$ cat config.mk
export PLATFORM = sky130hd
export DESIGN_NAME = stepper_wave_drive_sequencer_flat
export DESIGN_NICKNAME = d
export VERILOG_FILES = /design/src/swds_pkg.sv /design/src/swds_if.sv /design/src/stepper_wave_drive_sequencer.sv /design/src/swds_coil_map.sv /design/src/swds_ctrl.sv /design/src/flat_wrapper.sv
export VERILOG_INCLUDE_DIRS = /design/src /design/src/src
export SDC_FILE = /design/constraint.sdc
export NUM_CORES = 1
export LEC_CHECK = 0
export ABC_CLOCK_PERIOD_IN_PS = 6600
export BUFFER_PORTS_ARGS = -buffer_cell sky130_fd_sc_hd__buf_2
export CORE_MARGIN = 4
export CORE_UTILIZATION = 42
export DETAILED_ROUTE_END_ITERATION = 12
export GPL_TIMING_DRIVEN = 1
export RECOVER_POWER = 50
export REMOVE_ABC_BUFFERS = 1
export SYNTH_ARGS = -nofsm -noshare
export SYNTH_HDL_FRONTEND = slang
export SYNTH_SLANG_ARGS = --single-unit
export TNS_END_PERCENT = 100
$ cat constraint.sdc
create_clock -name i_clk -period 6.6 [get_ports i_clk]
set_clock_uncertainty 0.1 [all_clocks]
set_input_delay 0.66 -clock i_clk [delete_from_list [all_inputs] [get_ports i_clk]]
set_output_delay 0.66 -clock i_clk [all_outputs]
set_load 0.02 [all_outputs]
$ cat src/stepper_wave_drive_sequencer_macros.svh
// Assertion helpers for the wave drive sequencer.
`ifndef STEPPER_WAVE_DRIVE_SEQUENCER_MACROS_SVH
`define STEPPER_WAVE_DRIVE_SEQUENCER_MACROS_SVH

// Same-cycle implication, checked out of reset.
`define SWDS_ASSERT_IMP(label, clk, rst_n, ante, cons) \
    label: assert property (@(posedge clk) disable iff (!rst_n) (ante) |-> (cons)) \
        else $error("swds: same-cycle check failed");

// Next-cycle implication, checked out of reset.
`define SWDS_ASSERT_NXT(label, clk, rst_n, ante, cons) \
    label: assert property (@(posedge clk) disable iff (!rst_n) (ante) |=> (cons)) \
        else $error("swds: next-cycle check failed");

`endif

$ cat src/swds_pkg.sv
`default_nettype none

package swds_pkg;

    // Request codes
    localparam logic [2:0] REQ_TICK   = 3'd0;
    localparam logic [2:0] REQ_TURN   = 3'd1;
    localparam logic [2:0] REQ_STOP   = 3'd2;
    localparam logic [2:0] REQ_PAUSE  = 3'd3;
    localparam logic [2:0] REQ_RESUME = 3'd4;

    // Coil patterns of the wave sequence
    localparam logic [3:0] PH_OFF  = 4'b0000;
    localparam logic [3:0] PH_0001 = 4'b0001;
    localparam logic [3:0] PH_0010 = 4'b0010;
    localparam logic [3:0] PH_0100 = 4'b0100;
    localparam logic [3:0] PH_1000 = 4'b1000;

    localparam logic [7:0]  PIN_MASK_RESET = 8'h0F;
    localparam logic [30:0] STEPS_MAX      = 31'h7FFF_FFFF;

    typedef struct packed {
        logic [2:0]         req_type;
        logic signed [31:0] step_count;
        logic               direction;
        logic [15:0]        tick_divisor;
        logic [7:0]         port_in;
    } t_req;

    typedef struct packed {
        logic        port_write;
        logic [7:0]  port_out;
        logic        is_ready;
        logic [30:0] steps_left;
    } t_res;

endpackage

`default_nettype wire

$ cat src/swds_if.sv
`default_nettype none

// Request channel
interface swds_req_if;
    logic               valid;
    logic               ready;
    logic [2:0]         req_type;
    logic signed [31:0] step_count;
    logic               direction;
    logic [15:0]        tick_divisor;
    logic [7:0]         port_in;

    modport source (
        output valid, req_type, step_count, direction, tick_divisor, port_in,
        input  ready
    );
    modport sink (
        input  valid, req_type, step_count, direction, tick_divisor, port_in,
        output ready
    );
endinterface

// Result channel
interface swds_res_if;
    logic        valid;
    logic        ready;
    logic        port_write;
    logic [7:0]  port_out;
    logic        is_ready;
    logic [30:0] steps_left;

    modport source (
        output valid, port_write, port_out, is_ready, steps_left,
        input  ready
    );
    modport sink (
        input  valid, port_write, port_out, is_ready, steps_left,
        output ready
    );
endinterface

// Pin mask write channel
interface swds_cfg_if;
    logic       valid;
    logic       ready;
    logic [7:0] pin_mask;

    modport source (
        output valid, pin_mask,
        input  ready
    );
    modport sink (
        input  valid, pin_mask,
        output ready
    );
endinterface

`default_nettype wire

$ cat src/stepper_wave_drive_sequencer.sv
// Wave drive sequencer for one four-coil stepper on an 8-bit port. Each
// request (tick, turn, stop, pause, resume) produces exactly one result, in
// order. One request is taken per clock while the request side is ready; a
// request goes through an input register, is evaluated combinationally
// against the step state and lands in a result register. It moves on from
// the input register once the result register is empty or being taken,
// and the result is taken from there when the result side is ready. The
// request side stays ready while a result waits only as long as the input
// register is empty; with both registers full and the result stalled, the
// request side holds off. The pin mask write channel is always ready and
// must only be used while no request is in flight.
`default_nettype none

`include "stepper_wave_drive_sequencer_macros.svh"

module stepper_wave_drive_sequencer #(
    parameter int unsigned DEFAULT_DIVISOR = 16
) (
    input  wire logic   i_clk,
    input  wire logic   i_rst_n,
    swds_cfg_if.sink    i_cfg,
    swds_req_if.sink    i_req,
    swds_res_if.source  o_res
);

    logic [7:0]     r_pin_mask;
    logic           r_in_valid;
    swds_pkg::t_req r_in;
    logic           r_out_valid;
    swds_pkg::t_res r_out;

    logic           req_take;
    logic           out_load;
    logic           in_adv;
    swds_pkg::t_res step_res;

    assign out_load  = !r_out_valid || o_res.ready;
    assign in_adv    = r_in_valid && out_load;
    assign req_take  = i_req.valid && i_req.ready;

    assign i_req.ready = !r_in_valid || out_load;
    assign i_cfg.ready = 1'b1;

    // Pin mask register
    always_ff @(posedge i_clk) begin
        if (!i_rst_n) begin
            r_pin_mask <= swds_pkg::PIN_MASK_RESET;
        end else if (i_cfg.valid) begin
            r_pin_mask <= i_cfg.pin_mask;
        end
    end

    // Input register: hold the request until the result register takes it
    always_ff @(posedge i_clk) begin
        if (!i_rst_n) begin
            r_in_valid <= 1'b0;
        end else if (req_take) begin
            r_in_valid <= 1'b1;
        end else if (in_adv) begin
            r_in_valid <= 1'b0;
        end
    end

    always_ff @(posedge i_clk) begin
        if (req_take) begin
            r_in.req_type     <= i_req.req_type;
            r_in.step_count   <= i_req.step_count;
            r_in.direction    <= i_req.direction;
            r_in.tick_divisor <= i_req.tick_divisor;
            r_in.port_in      <= i_req.port_in;
        end
    end

    swds_ctrl #(
        .DEFAULT_DIVISOR (DEFAULT_DIVISOR)
    ) u_ctrl (
        .i_clk      (i_clk),
        .i_rst_n    (i_rst_n),
        .i_fire     (in_adv),
        .i_req      (r_in),
        .i_pin_mask (r_pin_mask),
        .o_res      (step_res)
    );

    // Result register
    always_ff @(posedge i_clk) begin
        if (!i_rst_n) begin
            r_out_valid <= 1'b0;
        end else if (out_load) begin
            r_out_valid <= r_in_valid;
        end
    end

    always_ff @(posedge i_clk) begin
        if (in_adv) begin
            r_out <= step_res;
        end
    end

    assign o_res.valid      = r_out_valid;
    assign o_res.port_write = r_out.port_write;
    assign o_res.port_out   = r_out.port_out;
    assign o_res.is_ready   = r_out.is_ready;
    assign o_res.steps_left = r_out.steps_left;

    // A new request never overwrites a staged one that has not moved on
    `SWDS_ASSERT_IMP(a_no_overrun, i_clk, i_rst_n, req_take && r_in_valid, out_load)
    // A staged request that moves on shows up as a result next cycle
    `SWDS_ASSERT_NXT(a_adv_to_out, i_clk, i_rst_n, in_adv, o_res.valid)
    // Results that do not write the port carry an all-zero port value
    `SWDS_ASSERT_IMP(a_quiet_port, i_clk, i_rst_n, o_res.valid && !o_res.port_write, o_res.port_out == 8'h00)

endmodule

`default_nettype wire

$ cat src/swds_coil_map.sv
`default_nettype none

// Gathers the present phase from the masked port bits, picks the following
// wave pattern (or all off on release) and scatters it back into the port.
module swds_coil_map (
    input  wire logic [7:0] i_port,
    input  wire logic [7:0] i_mask,
    input  wire logic       i_fwd,
    input  wire logic       i_release,
    output logic      [7:0] o_port
);

    logic [3:0] phase;
    logic [3:0] next_phase;
    logic [3:0] pattern;
    logic [7:0] scattered;

    // Gather: the highest set mask bit lands on phase bit 3, lower ones below
    always_comb begin
        automatic logic [3:0] above;
        above = 4'd0;
        phase = swds_pkg::PH_OFF;
        for (int i = 7; i >= 0; i--) begin
            if (i_mask[i]) begin
                if (above < 4'd4) begin
                    phase[2'd3 - above[1:0]] = i_port[i];
                end
                above = above + 4'd1;
            end
        end
    end

    // Advance one step; an odd pattern counts as all off
    always_comb begin
        case (phase)
            swds_pkg::PH_0001: next_phase = i_fwd ? swds_pkg::PH_0010 : swds_pkg::PH_1000;
            swds_pkg::PH_0010: next_phase = i_fwd ? swds_pkg::PH_0100 : swds_pkg::PH_0001;
            swds_pkg::PH_0100: next_phase = i_fwd ? swds_pkg::PH_1000 : swds_pkg::PH_0010;
            swds_pkg::PH_1000: next_phase = i_fwd ? swds_pkg::PH_0001 : swds_pkg::PH_0100;
            default:           next_phase = i_fwd ? swds_pkg::PH_0010 : swds_pkg::PH_1000;
        endcase
    end

    assign pattern = i_release ? swds_pkg::PH_OFF : next_phase;

    // Scatter: pattern bit k onto the k-th set mask bit, extra mask bits get 0
    always_comb begin
        automatic logic [3:0] rank;
        rank = 4'd0;
        scattered = 8'h00;
        for (int i = 0; i < 8; i++) begin
            if (i_mask[i]) begin
                if (rank < 4'd4) begin
                    scattered[i] = pattern[rank[1:0]];
                end
                rank = rank + 4'd1;
            end
        end
    end

    assign o_port = (i_port & ~i_mask) | scattered;

endmodule

`default_nettype wire

$ cat src/swds_ctrl.sv
`default_nettype none

// Step state: remaining count, direction, tick divider and pause flag.
// Computes the result of the staged request and commits the state on i_fire.
module swds_ctrl #(
    parameter int unsigned DEFAULT_DIVISOR = 16
) (
    input  wire logic           i_clk,
    input  wire logic           i_rst_n,
    input  wire logic           i_fire,
    input  wire swds_pkg::t_req i_req,
    input  wire logic [7:0]     i_pin_mask,
    output swds_pkg::t_res      o_res
);

    localparam logic [15:0] DIV_RESET = 16'(DEFAULT_DIVISOR);

    logic [30:0] r_steps,   n_steps;
    logic        r_dir,     n_dir;
    logic [15:0] r_div_cnt, n_div_cnt;
    logic [15:0] r_div_rld, n_div_rld;
    logic        r_paused,  n_paused;

    logic [15:0] div_dec;
    logic        expire;
    logic        stepping;
    logic [31:0] neg_count;
    logic [30:0] turn_mag;
    logic [7:0]  coil_port;
    logic        port_write;

    assign div_dec   = r_div_cnt - 16'd1;
    assign expire    = (div_dec == 16'd0);
    assign stepping  = (r_steps != '0) && !r_paused;
    assign neg_count = 32'd0 - i_req.step_count;

    // Magnitude of a turn count, saturated for the most negative value
    always_comb begin
        if (i_req.step_count[31]) begin
            turn_mag = neg_count[31] ? swds_pkg::STEPS_MAX : neg_count[30:0];
        end else begin
            turn_mag = i_req.step_count[30:0];
        end
    end

    swds_coil_map u_coil_map (
        .i_port    (i_req.port_in),
        .i_mask    (i_pin_mask),
        .i_fwd     (r_dir),
        .i_release (!stepping),
        .o_port    (coil_port)
    );

    // Next state per request
    always_comb begin
        n_steps    = r_steps;
        n_dir      = r_dir;
        n_div_cnt  = r_div_cnt;
        n_div_rld  = r_div_rld;
        n_paused   = r_paused;
        port_write = 1'b0;
        case (i_req.req_type)
            swds_pkg::REQ_TICK: begin
                if (expire) begin
                    n_div_cnt  = r_div_rld;
                    port_write = 1'b1;
                    if (stepping) begin
                        n_steps = r_steps - 31'd1;
                    end
                end else begin
                    n_div_cnt = div_dec;
                end
            end
            swds_pkg::REQ_TURN: begin
                n_steps   = turn_mag;
                n_dir     = i_req.direction ^ i_req.step_count[31];
                n_div_rld = (i_req.tick_divisor == 16'd0) ? 16'd1 : i_req.tick_divisor;
                n_div_cnt = n_div_rld;
            end
            swds_pkg::REQ_STOP: begin
                n_steps = '0;
            end
            swds_pkg::REQ_PAUSE: begin
                n_paused = 1'b1;
            end
            swds_pkg::REQ_RESUME: begin
                n_paused = 1'b0;
            end
            default: begin
            end
        endcase
    end

    // Result of the staged request
    always_comb begin
        o_res.port_write = port_write;
        o_res.port_out   = port_write ? coil_port : 8'h00;
        o_res.is_ready   = (n_steps == '0);
        o_res.steps_left = n_steps;
    end

    // Commit state
    always_ff @(posedge i_clk) begin
        if (!i_rst_n) begin
            r_steps   <= '0;
            r_dir     <= 1'b0;
            r_div_cnt <= DIV_RESET;
            r_div_rld <= DIV_RESET;
            r_paused  <= 1'b0;
        end else if (i_fire) begin
            r_steps   <= n_steps;
            r_dir     <= n_dir;
            r_div_cnt <= n_div_cnt;
            r_div_rld <= n_div_rld;
            r_paused  <= n_paused;
        end
    end

endmodule

`default_nettype wire

$ cat src/flat_wrapper.sv
// flat-port wrapper written by rule: the top's interface ports become plain ports
module stepper_wave_drive_sequencer_flat 
#(
    parameter int unsigned DEFAULT_DIVISOR = 16
)
  (i_clk, i_rst_n, i_cfg_valid, i_cfg_pin_mask, i_cfg_ready, i_req_valid, i_req_req_type, i_req_step_count, i_req_direction, i_req_tick_divisor, i_req_port_in, i_req_ready, o_res_valid, o_res_port_write, o_res_port_out, o_res_is_ready, o_res_steps_left, o_res_ready);
  swds_cfg_if i_cfg_i ();
  swds_req_if i_req_i ();
  swds_res_if o_res_i ();
  input  wire logic i_clk;
  input  wire logic i_rst_n;
  input wire logic [$bits(i_cfg_i.valid)-1:0] i_cfg_valid;
  input wire logic [$bits(i_cfg_i.pin_mask)-1:0] i_cfg_pin_mask;
  output wire logic [$bits(i_cfg_i.ready)-1:0] i_cfg_ready;
  input wire logic [$bits(i_req_i.valid)-1:0] i_req_valid;
  input wire logic [$bits(i_req_i.req_type)-1:0] i_req_req_type;
  input wire logic [$bits(i_req_i.step_count)-1:0] i_req_step_count;
  input wire logic [$bits(i_req_i.direction)-1:0] i_req_direction;
  input wire logic [$bits(i_req_i.tick_divisor)-1:0] i_req_tick_divisor;
  input wire logic [$bits(i_req_i.port_in)-1:0] i_req_port_in;
  output wire logic [$bits(i_req_i.ready)-1:0] i_req_ready;
  output wire logic [$bits(o_res_i.valid)-1:0] o_res_valid;
  output wire logic [$bits(o_res_i.port_write)-1:0] o_res_port_write;
  output wire logic [$bits(o_res_i.port_out)-1:0] o_res_port_out;
  output wire logic [$bits(o_res_i.is_ready)-1:0] o_res_is_ready;
  output wire logic [$bits(o_res_i.steps_left)-1:0] o_res_steps_left;
  input wire logic [$bits(o_res_i.ready)-1:0] o_res_ready;
  assign i_cfg_i.valid = i_cfg_valid;
  assign i_cfg_i.pin_mask = i_cfg_pin_mask;
  assign i_cfg_ready = i_cfg_i.ready;
  assign i_req_i.valid = i_req_valid;
  assign i_req_i.req_type = i_req_req_type;
  assign i_req_i.step_count = i_req_step_count;
  assign i_req_i.direction = i_req_direction;
  assign i_req_i.tick_divisor = i_req_tick_divisor;
  assign i_req_i.port_in = i_req_port_in;
  assign i_req_ready = i_req_i.ready;
  assign o_res_valid = o_res_i.valid;
  assign o_res_port_write = o_res_i.port_write;
  assign o_res_port_out = o_res_i.port_out;
  assign o_res_is_ready = o_res_i.is_ready;
  assign o_res_steps_left = o_res_i.steps_left;
  assign o_res_i.ready = o_res_ready;
  stepper_wave_drive_sequencer #(.DEFAULT_DIVISOR(DEFAULT_DIVISOR)) u_core (.i_clk(i_clk), .i_rst_n(i_rst_n), .i_cfg(i_cfg_i), .i_req(i_req_i), .o_res(o_res_i));
endmodule
==> flow_metrics.env, run 1 <==
export IMPL_placedCellCount=1544
export IMPL_slew_headroom=-1.18
export IMPL_vias=8909
export IMPL_cts_root_buffer="clkbuf_16"
export IMPL_p_sw_uw=1070
export IMPL_synthXorXnorAreaFrac=0.0614
export IMPL_grt_pass1_vias=8344
export IMPL_violations="capacitance limit, slew limit"
export IMPL_yosysSeqAreaShare=0.427
export IMPL_die_h_um=167
export IMPL_synth_top_family_by_area="simple AND/OR/NAND/NOR gates"
export IMPL_max_slew_worst_pin_slew_ps=3270
export IMPL_status="complete, but fails checks"
export IMPL_design_die_area_um2=27900
export IMPL_start_util=0.432
export IMPL_r2r_setup_slack_ps=400
export IMPL_synthAdderAreaFrac=0.0342
export IMPL_clk_pin_slew_ps=80
export IMPL_synth_edf_count=101
export IMPL_ioPinCount=117
export IMPL_clk_latency_ps=440
export IMPL_final_cell_count_no_fill=1577
export IMPL_total_leakage_power_uw=0.00451
export IMPL_crit_top_cell="ha_1"
export IMPL_dp_final_hpwl_um=20100
export IMPL_rr_worst_depth=24
export IMPL_maxCapViolations=2
export IMPL_port_buffers=115
export IMPL_routedWlPerCell_um=18.3
export IMPL_p_per_area_nw_per_um2=262
export IMPL_num_fill_cells=2350
export IMPL_finalHoldViolCount=0
export IMPL_drt_pass1_iterations=5
export IMPL_gp_congestion=0.853
export IMPL_synth_mux_area_frac=0.0312
export IMPL_cts_max_path_buffers=2
export IMPL_post_route_period_util=0.940
export IMPL_seqPwrFrac=0.405
export IMPL_synthArstFlopShare=0
export IMPL_critPathCaptureType="flip-flop"
export IMPL_hp_class="in -> reg"
export IMPL_wl_met1_um=14000
export IMPL_cpPeakStageDelay_ps=670
export IMPL_final_antenna_net_count=0
export IMPL_hold_buffers=0
export IMPL_drive_gt1_frac=0.136
export IMPL_dr_max_layer_used="met4"
export IMPL_ir_drop_mv=0.155
export IMPL_min_from="i_req_tick_divisor[13]"
export IMPL_die_x_um=167
export IMPL_finalSetupViolCount=0
export IMPL_cts_inserted_buffers=17
export IMPL_drcViolationCount=0
export IMPL_critPathLaunchType="flip-flop"
export IMPL_min_period_ps=6200
export IMPL_holdPathStages=1
export IMPL_crit_fanout=8
export IMPL_grt_usage=0.202
export IMPL_overflow=0
export IMPL_totalPowerFinal_uw=3150
export IMPL_antenna_found_initial=0
export IMPL_critPathKind="reg -> reg"
export IMPL_row_count=57
export IMPL_cts_tree="yes"
export IMPL_multi_input_area_um2=5660
export IMPL_synth_compound_area_share=0.176
export IMPL_ys_seq_elements=176
export IMPL_tns_ps=0
export IMPL_worstPathCellList="inv_1 > ha_2 > xor2_2 > ha_1 > nand2b_1 > o31a_1 > ha_1 > mux2i_1 > inv_1 > ha_1 > nand2_1 > o21ai_0 > ha_1 > and2_1 > and3_1 > o21ai_1 > a21o_1 > mux2i_2 > a22oi_1 > or4_2 > nand2_2 > mux4_2 > nor2_1 > a31o_1"
export IMPL_antenna_cells=0
export IMPL_reg2reg_to="u_core.o_res.port_out[3]$_SDFFCE_PN0P_"
export IMPL_yosys_cell_types_count=92
export IMPL_wl_met2_um=12800
export IMPL_switching_share=0.340
export IMPL_avgSynthCellArea_um2=9.22
export IMPL_cts_sinks=176
export IMPL_synthToLayoutAreaGrowth_pct=13.2
export IMPL_slowest_stage="or4_2"
export IMPL_final_seq_area_um2=4540
export IMPL_drt_iter0_markers=780
export IMPL_pwr_share_comb=0.267
export IMPL_synthCells=1152
export IMPL_worstPathArrival_ps=6300
export IMPL_yosysWarnings=0
export IMPL_rsz0062_at_grt="no"
export IMPL_h_tree_depth=4
export IMPL_p_int_uw=2080
export IMPL_wl_um=28800
export IMPL_wl_met3_um=1660
export IMPL_ys_dominant_reg_cell="edfxtp_1"
export IMPL_timing_hold_ws_ps=285
export IMPL_cp_required_ps=6690
export IMPL_core_um2=24600
export IMPL_min_to="u_core.r_in[21]$_DFFE_PP_"
export IMPL_fmax_mhz=161
export IMPL_synth_area_um2=10600
export IMPL_clkPwrFrac=0.327
export IMPL_grt_max_degree=77
export IMPL_fin_nets=1342
export IMPL_reg2reg_from="u_core.r_pin_mask[6]$_SDFFE_PN0P_"
export IMPL_synth_simple_area_share=0.229
export IMPL_grt_pass1_wl_um=45800
export IMPL_via_per_inst=5.65
export IMPL_final_max_slew_viol_count=137
## through the flow
stage,setup WS (ps),instance area (µm²),util
after global placement,384,11400,0.465
after CTS,216,12100,0.490
after floorplan,733,10300,-
after global routing,10.4,12000,0.488
after detailed placement,232,11400,0.465
final,395,12000,0.488
## what timing repair did
item | 4_1_cts | 5_1_grt
gates resized for setup | 0 | 6
setup buffers | 0 | 1
endpoints found under the setup margin | 0 | 7
## cells by family (layout without fill, tap and decap cells)
family,Yosys count,after routing
muxes,28,28
AOI/OAI and AO/OA,277,277
DFF,176,176
other,1,1
xor gates and xnor gates,71,71
adders and majority gates,29,29
buffers and inverters,104,205
and+or+nand+nor,466,466
## cell usage in the layout (no fill, tap or decap), types with 15 or more instances in the layout
master and instances:
o21ai_0 43, xor2_1 35, nor2_1 89, xnor2_1 33, clkbuf_16 17, nor3_1 35
nor2b_1 39, inv_1 40, a211oi_1 16, ha_1 28, clkbuf_1 45, nand3_1 33
mux2i_1 19, dfxtp_1 73, a21oi_1 75, buf_4 15, edfxtp_1 101, nand2_1 133
buf_2 72, nor3b_1 15, a21boi_0 24
## worst max-delay path: cells and delay by family (launching register included)
family,cells,cell delay (ps)
compound gates,6,1090
xor+xnor,1,210
fa+ha+maj,5,1730
buf+inv,2,200
flops,1,410
mux,3,750
simple gates,7,1460
## metal layers
metal	vias up	GRT usage
met5	-	0
met4	0	0.0434
met3	27	0.0370
met2	287	0.310
met1	4224	0.298
li1	4371	-
## cells in the mapped netlist, types with 6 or more instances
library cell	number	area, µm²
o22a_1	7	61.3
nor2_1	89	334
nor2b_1	39	244
nand2b_1	9	56.3
dfxtp_1	75	1500
or3_1	14	87.6
a21oi_1	76	380
clkbuf_1	46	173
nand2_1	133	499
a211oi_1	16	120
o211a_1	7	70.1
a21o_1	6	45.0
o211ai_1	10	75.1
o21ai_0	43	215
ha_1	29	363
nor3_1	35	175
edfxtp_1	101	3030
nor4_1	14	87.6
xnor2_1	33	289
a31oi_1	10	62.6
or2_2	6	37.5
nor3b_1	15	113
o22ai_1	9	56.3
o21a_1	6	45.0
nand3_1	33	165
nand3b_1	6	45.0
o41ai_1	7	61.3
a21boi_0	24	180
inv_1	40	150
o31ai_1	13	97.6
and2_1	12	75.1
nand4_1	13	81.3
mux2i_1	20	200
and3_1	6	37.5
xor2_1	35	307
or4_1	10	75.1
## how the worst max path moves through the flow
stage	to	startpoint	cells after the start	slack (ps)
final	u_core.o_res.port_out[3]$_SDFFCE_PN0P_	u_core.r_pin_mask[6]$_SDFFE_PN0P_	24	400
after global routing	u_core.o_res.port_out[7]$_SDFFCE_PN0P_	u_core.r_pin_mask[6]$_SDFFE_PN0P_	24	10
after CTS	u_core.o_res.port_out[7]$_SDFFCE_PN0P_	u_core.r_pin_mask[6]$_SDFFE_PN0P_	24	220
after detailed placement	u_core.o_res.port_out[7]$_SDFFCE_PN0P_	u_core.r_pin_mask[6]$_SDFFE_PN0P_	24	230
after global placement	u_core.o_res.port_out[3]$_SDFFCE_PN0P_	u_core.r_pin_mask[6]$_SDFFE_PN0P_	24	380
after floorplan	u_core.o_res.port_out[3]$_SDFFCE_PN0P_	u_core.r_pin_mask[6]$_SDFFE_PN0P_	24	730
## power by group through the flow
stage	logic [µW]	clock network, µW	registers, µW
6_report	841	1030	1280
5_1_grt	931	1110	1280
4_1_cts	823	1060	1270
3_5_place_dp	816	0	1300
3_3_place_gp	805	0	1300
2_1_floorplan	583	0	1310
## registers in the layout, summed over array words and instances (netlist names)
register / flops
u_core.o_res.valid: 1
u_core.u_ctrl.r_div_rld: 16
u_core.u_ctrl.r_steps: 31
u_core.u_ctrl.r_dir: 1
u_core.o_res.steps_left: 31
u_core.r_in_valid: 1
u_core.o_res.port_write: 1
u_core.u_ctrl.r_div_cnt: 16
u_core.u_ctrl.r_paused: 1
u_core.r_pin_mask: 8
u_core.o_res.port_out: 8
u_core.o_res.is_ready: 1
u_core.r_in: 60
## layout make-up
class,count,share of cell area
sequential,176,0.378
inverter,41,0.0128
clock inverter,15,0.0158
tap,324,0.0337
clock buffer,17,0.0354
timing repair buffer,132,0.0534
multi-input combinational,872,0.471
Power figures use the tool's default switching activity.
==> inputs of run 2 (changes only) <==
--- a/config.mk
+++ b/config.mk
@@ -10,11 +10,14 @@
 export BUFFER_PORTS_ARGS = -buffer_cell sky130_fd_sc_hd__buf_2
 export CORE_MARGIN = 4
 export CORE_UTILIZATION = 42
+export CTS_CLUSTER_SIZE = 20
 export DETAILED_ROUTE_END_ITERATION = 12
 export GPL_TIMING_DRIVEN = 1
+export PLACE_DENSITY = 0.59
 export RECOVER_POWER = 50
 export REMOVE_ABC_BUFFERS = 1
 export SYNTH_ARGS = -nofsm -noshare
 export SYNTH_HDL_FRONTEND = slang
+export SYNTH_HIERARCHICAL = 1
 export SYNTH_SLANG_ARGS = --single-unit
 export TNS_END_PERCENT = 100
==> run 2 against run 1 <==
- the run still ends with capacitance limit, slew limit left
- wire length grew 4.0%
- sequential power about the same
- setup slack better by 120 ps
- first-iteration DRC count rose by 6.3%
- sequential cell count unchanged
- critical path type unchanged
- largest power group unchanged
==> flow_metrics.env, run 2 <==
export IMPL_regMostFlops="u_core/r_in"
export IMPL_synth_common_cells="nand2_1 (109), edfxtp_1 (101), a21oi_1 (79)"
export IMPL_cp_required_ps=6690
export IMPL_hp_class="in -> reg"
export IMPL_avgSynthCellArea_um2=9.41
export IMPL_dp_final_hpwl_um=21200
export IMPL_critPathLaunchType="flip-flop"
export IMPL_synth_area_um2=11100
export IMPL_final_cell_mix="nand2_1 (109), edfxtp_1 (101), a21oi_1 (78)"
export IMPL_p_per_area_nw_per_um2=262
export IMPL_final_antenna_net_count=0
export IMPL_final_seq_area_um2=4530
export IMPL_cpPeakStageDelay_ps=440
export IMPL_final_max_slew_viol_count=173
export IMPL_synth_most_common_cell="nand2_1"
export IMPL_via_per_inst=5.77
export IMPL_port_buffers=115
export IMPL_drt_pass1_iterations=5
export IMPL_yosysSeqAreaShare=0.407
export IMPL_finalSetupViolCount=0
export IMPL_gp_congestion=0.901
export IMPL_final_common_cell="nand2_1"
export IMPL_worstPathArrival_ps=6180
export IMPL_grt_pass1_vias=8708
export IMPL_routedWlPerCell_um=18.6
export IMPL_holdPathStages=1
export IMPL_total_leakage_power_uw=0.00473
export IMPL_post_route_period_util=0.922
export IMPL_synthArstFlopShare=0
export IMPL_cts_sinks=176
export IMPL_maxCapViolations=3
export IMPL_vias=9301
export IMPL_crit_fanout=9
export IMPL_status="complete, but fails checks"
export IMPL_slew_headroom=-1.36
export IMPL_yosysWarnings=6
export IMPL_grt_usage=0.204
export IMPL_row_count=59
export IMPL_rr_worst_depth=25
export IMPL_clk_pin_slew_ps=90
export IMPL_clk_latency_ps=440
export IMPL_die_x_um=171
export IMPL_ys_dominant_reg_cell="edfxtp_1"
export IMPL_hold_buffers=0
export IMPL_synthTopCellsByArea="edfxtp_1 (27%), dfxtp_1 (13%), mux2i_1 (4.0%)"
export IMPL_ioPinCount=117
export IMPL_totalPowerFinal_uw=3280
export IMPL_post_cts_resized=0
export IMPL_critPathKind="reg -> reg"
export IMPL_num_fill_cells=2471
export IMPL_synth_largest_area_cell="edfxtp_1"
export IMPL_grt_max_degree=76
export IMPL_crit_top_cell="ha_1"
export IMPL_cts_inserted_buffers=17
export IMPL_synthCells=1185
export IMPL_synthToLayoutAreaGrowth_pct=12.3
export IMPL_post_cts_buffers=0
export IMPL_design_die_area_um2=29200
export IMPL_yosys_cell_types_count=106
export IMPL_h_tree_depth=4
export IMPL_synth_top_area_share=0.272
export IMPL_antenna_cells=0
export IMPL_max_slew_worst_pin_slew_ps=3540
export IMPL_fmax_mhz=164
export IMPL_grt_pass1_wl_um=47700
export IMPL_min_period_ps=6090
export IMPL_largest_reg_flops=60
export IMPL_core_um2=26100
export IMPL_die_h_um=171
export IMPL_drt_iter0_markers=829
export IMPL_finalHoldViolCount=0
export IMPL_ys_seq_elements=176
export IMPL_fin_util=0.481
export IMPL_ir_drop_mv=0.166
export IMPL_synth_edf_count=101
export IMPL_fin_nets=1364
export IMPL_cts_root_buffer="clkbuf_16"
export IMPL_slowest_stage="dfxtp_1"
export IMPL_drcViolationCount=0
export IMPL_start_util=0.428
export IMPL_antenna_found_initial=0
export IMPL_cts_max_path_buffers=2
export IMPL_multi_input_area_um2=6150
export IMPL_violations="capacitance limit, slew limit"
export IMPL_critPathCaptureType="flip-flop"
export IMPL_overflow=0
export IMPL_wl_um=30000
export IMPL_drive_gt1_frac=0.153
export IMPL_cts_tree="yes"
-- run 2: cell count changes in the layout (fill, tap and decap cells not counted), sizes merged, moves of 7 or more --
cell    delta
nand3      +7
nor2      -33
nor2b     +20
o22ai      -8
mux2i     +25
nand2     -27
nor4       +7
inv        +9
a21boi     -8
and3      +16
nor3b     -11
-- run 2: cell type report --
class / count / area share
Clock buffer: 18 / 0.0351
Timing Repair Buffer: 130 / 0.0499
Multi-Input combinational cell: 890 / 0.491
Sequential cell: 176 / 0.362
Inverter: 48 / 0.0144
Clock inverter: 14 / 0.0140
Tap cell: 335 / 0.0335
-- run 2: final timing paths --
| path | endpoint | start | slack (ps) |
|---|---|---|---|
| worst max-delay path | u_core/o_res.port_out[4]$_DFFE_PP_ | u_core/r_pin_mask[6]$_SDFFE_PN0P_ | 510 |
| worst min-delay path | u_core/r_in[19]$_DFFE_PP_ | i_req_tick_divisor[11] | 280 |
| worst max register to register | u_core/o_res.port_out[4]$_DFFE_PP_ | u_core/r_pin_mask[6]$_SDFFE_PN0P_ | 510 |
| worst min register to register | u_core/u_ctrl/r_div_rld[9]$_SDFFE_PN0P_ | u_core/u_ctrl/r_div_rld[9]$_SDFFE_PN0P_ | 370 |
-- run 2: cells by family after synthesis --
group,share of synthesized area
and+or+nand+nor,0.226
other,0.000336
DFF,0.407
adders and majority gates,0.0314
AOI/OAI and AO/OA,0.180
buffers and inverters,0.0471
xor gates and xnor gates,0.0589
muxes,0.0498
-- run 2: routing by layer --
metal | vias to the layer above | GRT usage | wire length (µm)
met5 | - | 0 | 0
met4 | 0 | 0.0661 | 710
met3 | 39 | 0.0317 | 1930
met2 | 328 | 0.313 | 13300
met1 | 4366 | 0.297 | 14100
li1 | 4568 | - | -
-- run 2: per-stage QoR --
| step | hold WS, ps | instance area [µm²] | cells | setup TNS [ps] | setup WS [ps] |
|---|---|---|---|---|---|
| floorplan | 339 | 10800 | 1114 | -14210 | -1010 |
| global placement | 357 | 11900 | 1579 | 0 | 492 |
| detailed placement | 360 | 11900 | 1579 | 0 | 356 |
| CTS | 267 | 12500 | 1611 | 0 | 309 |
| global route | 267 | 12500 | 1611 | -24.0 | -24.0 |
| finish | 284 | 12500 | 1611 | 0 | 512 |
-- run 2: where the power goes --
| part | switching, µW | internal (µW) | leakage (µW) |
|---|---|---|---|
| logic | 572 | 379 | 0.00284 |
| clock network | 521 | 529 | 0.000299 |
| registers | 54.1 | 1220 | 0.00159 |
-- run 2: worst max-delay path: cells and delay by family (launching register included) --
| kind | cells | cell delay [ps] |
|---|---|---|
| mux | 2 | 630 |
| buf+inv | 2 | 290 |
| xor+xnor | 1 | 250 |
| compound gates | 6 | 1160 |
| flops | 1 | 440 |
| fa+ha+maj | 5 | 1590 |
| simple gates | 9 | 1380 |
==> inputs of run 3 (changes only) <==
--- a/config.mk
+++ b/config.mk
@@ -8,11 +8,12 @@
 export LEC_CHECK = 0
 export ABC_CLOCK_PERIOD_IN_PS = 6600
 export BUFFER_PORTS_ARGS = -buffer_cell sky130_fd_sc_hd__buf_2
-export CORE_MARGIN = 4
+export CORE_MARGIN = 2
 export CORE_UTILIZATION = 42
 export CTS_CLUSTER_SIZE = 20
 export DETAILED_ROUTE_END_ITERATION = 12
 export GPL_TIMING_DRIVEN = 1
+export HOLD_SLACK_MARGIN = 0.02
 export PLACE_DENSITY = 0.59
 export RECOVER_POWER = 50
 export REMOVE_ABC_BUFFERS = 1
==> run 3 against run 2 <==
- the run still ends with capacitance limit, slew limit left
- sequential share of layout area about the same
- power hardly changed
- hold slack worse by 6.0 ps
- non-clock buffer count is the same
- core utilization barely moved
- via count is 0.31% lower
- final cell count is the same
- critical path depth unchanged
- largest power group unchanged
- highest routed layer unchanged
==> flow_metrics.env, run 3 (synthesized netlist as in run 2, its figures left out) <==
export IMPL_status="complete, but fails checks"
export IMPL_violations="capacitance limit, slew limit"
export IMPL_final_antenna_net_count=0
export IMPL_drcViolationCount=0
export IMPL_total_leakage_power_uw=0.00473
export IMPL_max_slew_worst_pin_slew_ps=3460
export IMPL_cts_max_path_buffers=2
export IMPL_hold_buffers=0
export IMPL_start_util=0.428
export IMPL_cts_sinks=176
export IMPL_final_common_cell="nand2_1"
export IMPL_antenna_found_initial=0
export IMPL_final_cell_count_no_fill=1611
export IMPL_slew_headroom=-1.31
export IMPL_critPathKind="reg -> reg"
export IMPL_core_um2=26100
export IMPL_port_buffers=115
export IMPL_clk_latency_ps=450
export IMPL_fmax_mhz=162
export IMPL_drive_gt1_frac=0.154
export IMPL_p_per_area_nw_per_um2=262
export IMPL_grt_max_degree=76
export IMPL_crit_top_cell="ha_1"
export IMPL_placedCellCount=1578
export IMPL_dp_final_hpwl_um=20900
export IMPL_h_tree_depth=4
export IMPL_routedWlPerCell_um=18.5
export IMPL_overflow=0
export IMPL_cp_required_ps=6700
export IMPL_crit_fanout=9
export IMPL_slowest_stage="ha_2"
export IMPL_reg2reg_from="u_core/r_pin_mask[7]$_SDFFE_PN0P_"
export IMPL_tns_ps=0
export IMPL_post_route_period_util=0.934
export IMPL_final_max_slew_viol_count=160
export IMPL_cts_tree="yes"
export IMPL_gp_congestion=0.867
export IMPL_final_cell_mix="nand2_1 (109), edfxtp_1 (101), a21oi_1 (78)"
export IMPL_critPathLaunchType="flip-flop"
export IMPL_critPathCaptureType="flip-flop"
export IMPL_cpPeakStageDelay_ps=450
export IMPL_largest_reg_flops=60
export IMPL_finalSetupViolCount=0
export IMPL_design_die_area_um2=27900
export IMPL_regMostFlops="u_core/r_in"
export IMPL_clk_pin_slew_ps=80
export IMPL_synthToLayoutAreaGrowth_pct=12.3
export IMPL_wl_um=29700
export IMPL_min_period_ps=6160
export IMPL_antenna_cells=0
export IMPL_cts_inserted_buffers=17
export IMPL_cts_root_buffer="clkbuf_16"
export IMPL_ir_drop_mv=0.158
export IMPL_worstPathArrival_ps=6260
export IMPL_min_from="i_req_tick_divisor[2]"
export IMPL_rsz0062_at_grt="no"
export IMPL_fin_nets=1364
export IMPL_grt_usage=0.212
export IMPL_ioPinCount=117
export IMPL_finalHoldViolCount=0
export IMPL_drt_iter0_markers=731
export IMPL_crit_start="u_core/r_pin_mask[7]$_SDFFE_PN0P_"
export IMPL_grt_pass1_vias=8567
export IMPL_fin_util=0.480
export IMPL_hp_class="in -> reg"
export IMPL_grt_pass1_wl_um=47300
export IMPL_vias=9272
export IMPL_die_x_um=167
export IMPL_drt_pass1_iterations=5
export IMPL_die_h_um=167
export IMPL_row_count=59
export IMPL_via_per_inst=5.76
export IMPL_totalPowerFinal_uw=3270
export IMPL_maxCapViolations=3
run 3: cell types whose count changed in the layout (fill, tap and decap cells not counted), sizes merged:
cell | before | now
buf | 83 | 85
clkbuf | 65 | 63
clkinv | 7 | 9
inv | 55 | 53
run 3: area by class of cell:
class	count	area [µm²]
fill	2486	13500
multi-input combinational	890	6140
sequential	176	4540
timing repair buffer	130	627
clock buffer	18	439
tap	335	419
clock inverter	14	183
inverter	48	180
run 3: final timing paths:
check                                             endpoint  depth (start not counted)  slack [ps]
setup / recovery        u_core/o_res.port_out[7]$_DFFE_PP_                         25         440
hold reg to reg   u_core/u_ctrl/r_div_rld[11]$_SDFFE_PN0P_                          2         370
setup reg to reg        u_core/o_res.port_out[7]$_DFFE_PP_                         25         440
hold / removal                   u_core/r_in[10]$_DFFE_PP_                          1         280
run 3: stage by stage:
step           cell area [µm²]  hold WS (ps)  setup WS (ps)
3_3_place_gp             11900           354            502
6_report                 12500           278            436
5_1_grt                  12500           252           6.82
3_5_place_dp             11900           360            302
4_1_cts                  12500           263            248
2_1_floorplan            10800           339          -1010
run 3: worst max-delay path, delay by kind of cell, from the launching register on:
kind | cells | cell delay, ps
mux | 1 | 370
xor+xnor | 1 | 260
fa+ha+maj | 5 | 1710
simple gates | 8 | 1190
buf+inv | 2 | 260
flops | 1 | 400
compound gates | 8 | 1600
run 3: where the power goes:
group / internal (µW) / switching, µW
sequential: 1220 / 54.3
combinational: 379 / 565
clock: 528 / 527
run 3: metal layers:
layer / up-vias / GRT usage / routed length [µm]
met5: - / 0 / 0
met4: 0 / 0.0551 / 436
met3: 27 / 0.0425 / 1710
met2: 293 / 0.324 / 13300
met1: 4405 / 0.306 / 14300
li1: 4547 / - / -
run 3: what timing repair did:
action | 4_1_cts | 5_1_grt
buffers inserted | 0 | 1
gates resized for setup | 0 | 9
endpoints found under the setup margin | 0 | 7
hold endpoints to repair | 0 | 0
